--- src/rtl/core/cisd_pkg.sv ---
// Package for the compressed integer stream decoder.
// Holds the format constants, the assembler-to-packer struct and the bit reversal.
// Depends on nothing; every module of the decoder imports it.
package cisd_pkg;

  // Stream format constants.
  localparam logic [7:0] LowByteLimit  = 8'd192;
  localparam int         ShiftPerByte  = 6;
  localparam logic [2:0] MaxExtraBytes = 3'd4;

  // Width of the extra-byte shift amount: 7 * 6 = 42 fits in 6 bits.
  localparam int ShiftW = 6;

  // Masks of the bit reversal swap stages.
  localparam logic [31:0] MaskOdd1  = 32'h5555_5555;
  localparam logic [31:0] MaskOdd2  = 32'h3333_3333;
  localparam logic [31:0] MaskOdd4  = 32'h0F0F_0F0F;
  localparam logic [31:0] MaskByte1 = 32'h0000_FF00;

  // A finished value handed from the assembler to the packer.
  typedef struct packed {
    logic        done;
    logic [31:0] value;
  } value_beat_t;

  // Full 32-bit bit reversal by swap stages of 1, 2, 4 bits and a byte swap.
  function automatic logic [31:0] bit_reverse32(input logic [31:0] x);
    logic [31:0] s1;
    logic [31:0] s2;
    logic [31:0] s4;
    s1 = ((x & MaskOdd1) << 1) | ((x >> 1) & MaskOdd1);
    s2 = ((s1 & MaskOdd2) << 2) | ((s1 >> 2) & MaskOdd2);
    s4 = ((s2 & MaskOdd4) << 4) | ((s2 >> 4) & MaskOdd4);
    return (s4 << 24) | ((s4 & MaskByte1) << 8) | ((s4 >> 8) & MaskByte1) | (s4 >> 24);
  endfunction

endpackage

--- src/rtl/core/cisd_accum.sv ---
// Value assembler of the compressed integer stream decoder.
// Keeps the running sum and extra-byte count and flags each finished value.
// Depends on cisd_pkg.
module cisd_accum
  import cisd_pkg::*;
(
  input  logic        clk_i,
  input  logic        rst_ni,
  input  logic        fire_i,
  input  logic [7:0]  byte_i,
  output value_beat_t value_o
);

  logic [31:0]       sum_q, sum_d;
  logic [2:0]        cnt_q, cnt_d;
  logic [ShiftW-1:0] shift_amt;
  logic [31:0]       addend;
  logic [31:0]       sum_new;
  logic              is_low;

  assign is_low    = byte_i < LowByteLimit;
  assign shift_amt = ShiftW'(cnt_q * ShiftPerByte);
  // Shifts of 32 or more push the byte entirely out of the 32-bit sum.
  assign addend    = shift_amt[ShiftW-1] ? 32'd0 : ({24'd0, byte_i} << shift_amt[4:0]);
  assign sum_new   = sum_q + addend;

  always_comb begin
    sum_d         = sum_q;
    cnt_d         = cnt_q;
    value_o.done  = 1'b0;
    value_o.value = sum_new;
    if (cnt_q == 3'd0) begin
      value_o.value = {24'd0, byte_i};
      if (is_low) begin
        value_o.done = fire_i;
      end else if (fire_i) begin
        sum_d = {24'd0, byte_i};
        cnt_d = 3'd1;
      end
    end else if (is_low || cnt_q >= MaxExtraBytes) begin
      value_o.done = fire_i;
      if (fire_i) begin
        sum_d = 32'd0;
        cnt_d = 3'd0;
      end
    end else if (fire_i) begin
      sum_d = sum_new;
      cnt_d = cnt_q + 3'd1;
    end
  end

  always_ff @(posedge clk_i or negedge rst_ni) begin
    if (!rst_ni) begin
      sum_q <= 32'd0;
      cnt_q <= 3'd0;
    end else begin
      sum_q <= sum_d;
      cnt_q <= cnt_d;
    end
  end

endmodule

--- src/rtl/core/cisd_pack.sv ---
// Result packer of the compressed integer stream decoder.
// Holds the mode register, passes values through in integer mode and pairs bit-reversed values into double patterns.
// Depends on cisd_pkg.
module cisd_pack
  import cisd_pkg::*;
(
  input  logic        clk_i,
  input  logic        rst_ni,
  input  logic        cfg_we_i,
  input  logic        cfg_mode_i,
  input  value_beat_t value_i,
  output logic        emit_o,
  output logic [63:0] data_o,
  output logic        is_double_o
);

  logic        mode_q;
  logic        have_q, have_d;
  logic [31:0] high_q, high_d;
  logic [31:0] rev;

  assign rev = bit_reverse32(value_i.value);

  always_comb begin
    have_d      = have_q;
    high_d      = high_q;
    emit_o      = 1'b0;
    data_o      = {32'd0, value_i.value};
    is_double_o = 1'b0;
    if (value_i.done) begin
      if (!mode_q) begin
        emit_o = 1'b1;
      end else if (!have_q) begin
        high_d = rev;
        have_d = 1'b1;
      end else begin
        emit_o      = 1'b1;
        data_o      = {high_q, rev};
        is_double_o = 1'b1;
        have_d      = 1'b0;
      end
    end
    // A mode write drops any half-built pair.
    if (cfg_we_i) begin
      have_d = 1'b0;
    end
  end

  always_ff @(posedge clk_i or negedge rst_ni) begin
    if (!rst_ni) begin
      mode_q <= 1'b0;
      have_q <= 1'b0;
      high_q <= 32'd0;
    end else begin
      if (cfg_we_i) begin
        mode_q <= cfg_mode_i;
      end
      have_q <= have_d;
      high_q <= high_d;
    end
  end

endmodule

--- src/rtl/core/compressed_int_stream_decoder_top.sv ---
// Top level of the compressed integer stream decoder.
// Instantiates cisd_accum and cisd_pack and holds the input and result registers.
// Depends on cisd_pkg.
//
// Usage: the input channel carries one stream byte per beat on stream_byte_i;
// a beat is taken at a rising edge with in_valid_i high and in_stall_o low.
// Each byte is captured in an input register; once the result register is free,
// the assembler and packer turn it, in one pass of logic, into at most one result
// that lands in the result register. A result beat leaves at an edge with
// out_valid_o high and out_stall_i low. Throughput is one byte per cycle while
// the receiver does not stall. Bytes that only extend a value, and the first
// value of a double pair, produce no result beat.
// When the receiver stalls, the result register holds its beat and the input
// register holds its byte, whether or not that byte would produce a result;
// in_stall_o is high while a byte waits and the result register is not free.
// The mode register is written over the cfg channel, always ready; a write
// drops a pending half of a double pair. Reset clears the mode to integer,
// the running sum, the byte count and both valid flags.
module compressed_int_stream_decoder_top
  import cisd_pkg::*;
(
  input  logic        clk_i,
  input  logic        rst_ni,
  input  logic        in_valid_i,
  output logic        in_stall_o,
  input  logic [7:0]  stream_byte_i,
  output logic        out_valid_o,
  input  logic        out_stall_i,
  output logic [63:0] decoded_value_o,
  output logic        value_is_double_o,
  input  logic        cfg_valid_i,
  output logic        cfg_ready_o,
  input  logic        cfg_value_mode_i
);

  logic        in_valid_q, in_valid_d;
  logic [7:0]  in_byte_q;
  logic        out_valid_q, out_valid_d;
  logic [63:0] out_data_q;
  logic        out_double_q;
  logic        advance;
  logic        accept;
  logic        out_free;
  value_beat_t value_beat;
  logic        emit;
  logic [63:0] emit_data;
  logic        emit_double;

  // The result register is free when empty or being read this cycle.
  assign out_free   = !out_valid_q || !out_stall_i;
  assign advance    = in_valid_q && out_free;
  assign in_stall_o = in_valid_q && !out_free;
  assign accept     = in_valid_i && !in_stall_o;
  assign cfg_ready_o = 1'b1;

  cisd_accum u_accum (
    .clk_i   (clk_i),
    .rst_ni  (rst_ni),
    .fire_i  (advance),
    .byte_i  (in_byte_q),
    .value_o (value_beat)
  );

  cisd_pack u_pack (
    .clk_i       (clk_i),
    .rst_ni      (rst_ni),
    .cfg_we_i    (cfg_valid_i),
    .cfg_mode_i  (cfg_value_mode_i),
    .value_i     (value_beat),
    .emit_o      (emit),
    .data_o      (emit_data),
    .is_double_o (emit_double)
  );

  always_comb begin
    in_valid_d = in_valid_q;
    if (accept) begin
      in_valid_d = 1'b1;
    end else if (advance) begin
      in_valid_d = 1'b0;
    end
    out_valid_d = out_valid_q;
    if (emit) begin
      out_valid_d = 1'b1;
    end else if (!out_stall_i) begin
      out_valid_d = 1'b0;
    end
  end

  always_ff @(posedge clk_i or negedge rst_ni) begin
    if (!rst_ni) begin
      in_valid_q  <= 1'b0;
      out_valid_q <= 1'b0;
    end else begin
      in_valid_q  <= in_valid_d;
      out_valid_q <= out_valid_d;
    end
  end

  always_ff @(posedge clk_i) begin
    if (accept) begin
      in_byte_q <= stream_byte_i;
    end
    if (emit) begin
      out_data_q   <= emit_data;
      out_double_q <= emit_double;
    end
  end

  assign out_valid_o       = out_valid_q;
  assign decoded_value_o   = out_data_q;
  assign value_is_double_o = out_double_q;

endmodule
--- config.mk ---
export PLATFORM = sky130hd
export DESIGN_NAME = compressed_int_stream_decoder_top
export DESIGN_NICKNAME = d
export VERILOG_FILES = /design/src/rtl/core/cisd_pkg.sv /design/src/rtl/core/cisd_accum.sv /design/src/rtl/core/cisd_pack.sv /design/src/rtl/core/compressed_int_stream_decoder_top.sv
export SDC_FILE = /design/constraint.sdc
export NUM_CORES = 1
export LEC_CHECK = 0
export BUFFER_PORTS_ARGS = -buffer_cell sky130_fd_sc_hd__clkbuf_2
export CAP_MARGIN = 20
export CORE_ASPECT_RATIO = 0.5
export CORE_MARGIN = 5
export CORE_UTILIZATION = 50
export CTS_CLUSTER_SIZE = 25
export DETAILED_ROUTE_END_ITERATION = 16
export HOLD_SLACK_MARGIN = 0.12
export PLACE_DENSITY = 0.83
export SLEW_MARGIN = 25
export SYNTH_ARGS = -nofsm -noshare
export SYNTH_HDL_FRONTEND = slang
export SYNTH_SLANG_ARGS = --single-unit
--- constraint.sdc ---
create_clock -name clk_i -period 5.5 [get_ports clk_i]
set_input_delay 0.275 -clock clk_i [delete_from_list [all_inputs] [get_ports clk_i]]
set_output_delay 0.275 -clock clk_i [all_outputs]
set_load 0.005 [all_outputs]
==> flow_summary.json <==
{
  "status": "finished, final reports clean",
  "die_width_microns": 187.7,
  "crit_path_end_kind": "register",
  "mostFrequentLayoutCells": "nand2_1, clkbuf_2, edfxtp_1",
  "startpoint": "u_accum.cnt_q[0]$_DFFE_PN0P_",
  "rsz0062_at_grt": "false",
  "routed_wl_mm": 22.78,
  "slew_violations": 0,
  "layout-drive-gt1-share_pct": 16.25,
  "cts_buffer_depth": 2,
  "path_cells": "inv_1 -> ha_1 -> buf_4 -> mux2_2 -> o21ai_0 -> nor3_1 -> ha_1 -> a21oi_1 -> nand2_1 -> a31oi_1 -> o21ai_1 -> a21oi_1 -> o21ai_1 -> xnor2_1 -> o22ai_1",
  "drt_first_pass_iters": 5,
  "hold_class": "reg2reg",
  "cts_setup_buffers": 0,
  "via_count": 6642,
  "core_sq_mm": 0.01545,
  "async_reset_ff_share_pct": 49.31,
  "fin_nets": 925,
  "clkTransAtPathRegs_ns": 0.07,
  "layout_commonest_cell": "nand2_1",
  "synth_edf_count": 73,
  "synth_top_cell_area_share_pct": 27.77,
  "ys_seq_area_share_pct": 50.28,
  "dp.cells": 1045,
  "use_met1_pct": 36.43,
  "cp.buffers_inverters": 2,
  "cp_data_arrival_time_ns": 5.03,
  "cts_inserted_buffers": 17,
  "place_ws_ns": 0.7134,
  "grt_pass1_wl_mm": 35.95,
  "yosys_most_used_dff": "edfxtp_1",
  "wl_per_cell_microns": 20.90,
  "leakagePower_nw": 3.969,
  "antenna_found_initial": 0,
  "start_util_pct": 51.08,
  "final_cells": 1090,
  "reg2reg_slack_ns": 0.60,
  "port_buffers": 80,
  "yosysWarnings": 0,
  "grtUsageMet3_pct": 6.546,
  "insertedDiodeCount": 0,
  "tightest_slew_ns": 0.8808,
  "gr-max-usage-layer": "met1",
  "clock_skew_ns": 0.01385,
  "cp_slowest_cell": "xnor2_1",
  "worstHoldStart": "u_pack.high_q[20]$_DFFE_PN0P_",
  "via_per_inst": 6.094,
  "syn_nets": 845,
  "placed_area_sq_mm": 0.008473,
  "path_depth": 15,
  "slew_headroom_pct": 41.12,
  "placementRows": 32,
  "maxCapViolations": 0,
  "r2r-end": "decoded_value_o[14]$_DFFE_PP_",
  "root_buffer": "clkbuf_16",
  "max_stage_delay_ns": 0.60,
  "synth-seq-cells": 144,
  "period_share_pct": 89.10,
  "setup_violations": 0,
  "tns_ns": 0,
  "fin_area_sq_mm": 0.009229,
  "multi_input_area_sq_mm": 0.003702,
  "holdPathStages": 2,
  "place_congestion": 1.036,
  "drc": 0,
  "synth_cell_types": 62,
  "synth_cells": 793,
  "die_h_microns": 98.85,
  "regArea_sq_mm": 0.003969,
  "cts_resized": 0,
  "htree_levels": 4,
  "critPathLaunchType": "register",
  "syn_avg_cell_area_sq_um": 9.954,
  "rr_worst_depth": 15,
  "ant_nets": 0,
  "finalPower_w": 0.004623,
  "grt_util_met2_pct": 36.18,
  "power_density_mw_per_mm2": 500.9,
  "fin_ws_ns": 0.5997,
  "die-area_sq_mm": 0.01855,
  "fill_cells": 1273,
  "hold_viol": 0,
  "ys_top_cells_by_area": "edfxtp_1, dfrtp_1, ha_1, nand2_1, o21ai_0",
  "cp-endpoint": "decoded_value_o[14]$_DFFE_PP_",
  "dp_hpwl_mm": 16.24,
  "clock_sinks": 144,
  "reg2reg_from": "u_accum.cnt_q[0]$_DFFE_PN0P_",
  "min_period_ns": 4.900,
  "grt_overflow": 0,
  "clk_latency_ns": 0.43,
  "syn_area_sq_mm": 0.007894,
  "grt.total_usage_pct": 24.54,
  "vdd_drop_max_mv": 0.2715,
  "yosys.area.top_type": "edfxtp_1",
  "worstPathMaxFanout": 11,
  "clock.fmax_mhz": 204.1,
  "tritoncts": "yes",
  "crit_family": "compound AO/OA/AOI/OAI gates",
  "crit_required_ns": 5.63,
  "drt_iter0_markers": 944,
  "grt_max_degree": 72,
  "syn_to_final_growth_pct": 16.91,
  "grt_pass1_vias": 6296,
  "path_class": "reg2reg",
  "boundaryPins": 82
}
==> cell families after synthesis <==
group,count (synthesis),share of synthesized area (%)
AOI/OAI and AO/OA,234,18.62
and+or+nand+nor,261,15.26
DFF,144,50.28
other,1,0.04751
muxes,19,2.552
buffers and inverters,61,3.138
xor gates and xnor gates,35,3.883
adders and majority gates,38,6.213
==> what timing repair did <==
action | in CTS | in global routing
setup endpoints to repair | 0 | 0
hold buffers | 13 | 0
endpoints found under the hold margin | 27 | 0
==> tightest hold or removal path, stage by stage (launching register included) <==
cell and delay (ns):
dfrtp_1 0.33, nand2_1 0.04, o21ai_0 0.06
==> state kept, by name, summed over array words and instances (netlist names) <==
name,flops
value_is_double_o,1
decoded_value_o,64
in_valid_q,1
in_byte_q,8
u_pack.high_q,32
u_accum.sum_q,32
u_accum.cnt_q,3
u_pack.have_q,1
u_pack.mode_q,1
out_valid_o,1
==> cell usage after synthesis, types with 10 or more instances <==
| cell | count |
|---|---|
| a21o_1 | 13 |
| a22o_1 | 12 |
| nor2_1 | 49 |
| ha_1 | 36 |
| nand2_1 | 113 |
| and2_1 | 34 |
| o21ai_1 | 17 |
| edfxtp_1 | 73 |
| o22ai_1 | 19 |
| clkbuf_1 | 33 |
| inv_1 | 16 |
| o21ai_0 | 60 |
| o31ai_1 | 12 |
| a21oi_1 | 53 |
| mux2i_1 | 10 |
| xnor2_1 | 26 |
| dfrtp_1 | 71 |
| nand3_1 | 24 |
==> routing by layer <==
layer / vias up / wire, microns
li1: 3038 / -
met4: 0 / 375
met1: 3190 / 10320
met3: 37 / 2557
met5: - / 0
met2: 377 / 9521
==> worst min path at each step <==
stage,end,slack [ns]
after global placement,u_pack.have_q$_DFFE_PN0P_,0.45
after detailed placement,in_byte_q[0]$_DFFE_PP_,0.45
after global routing,u_pack.high_q[9]$_DFFE_PN0P_,0.50
after CTS,u_pack.high_q[20]$_DFFE_PN0P_,0.48
after floorplan,in_valid_q$_DFFE_PN0P_,-0.02
final,u_pack.high_q[20]$_DFFE_PN0P_,0.47
==> where the power goes <==
group / switching, W / internal [W]
registers: 0.0000976 / 0.00133
logic: 0.00130 / 0.000653
clock network: 0.000502 / 0.000736
==> area by class of cell <==
type	instances	share of cell area, %
multi-input cells	588	40.12
well taps	204	2.766
clock inverters	13	1.857
repair buffers	105	6.765
clock buffers	19	4.799
inverters	17	0.6914
flip-flops and latches	144	43.00
==> metrics by stage <==
step	utilization [%]	hold WS (ns)
4_1_cts	59.64	0.4765
5_1_grt	59.71	0.4952
3_5_place_dp	54.83	0.4536
2_1_floorplan	-	-0.02059
3_3_place_gp	54.83	0.4501
6_report	59.71	0.4707
Note: power is estimated with default switching activity, not from simulation.
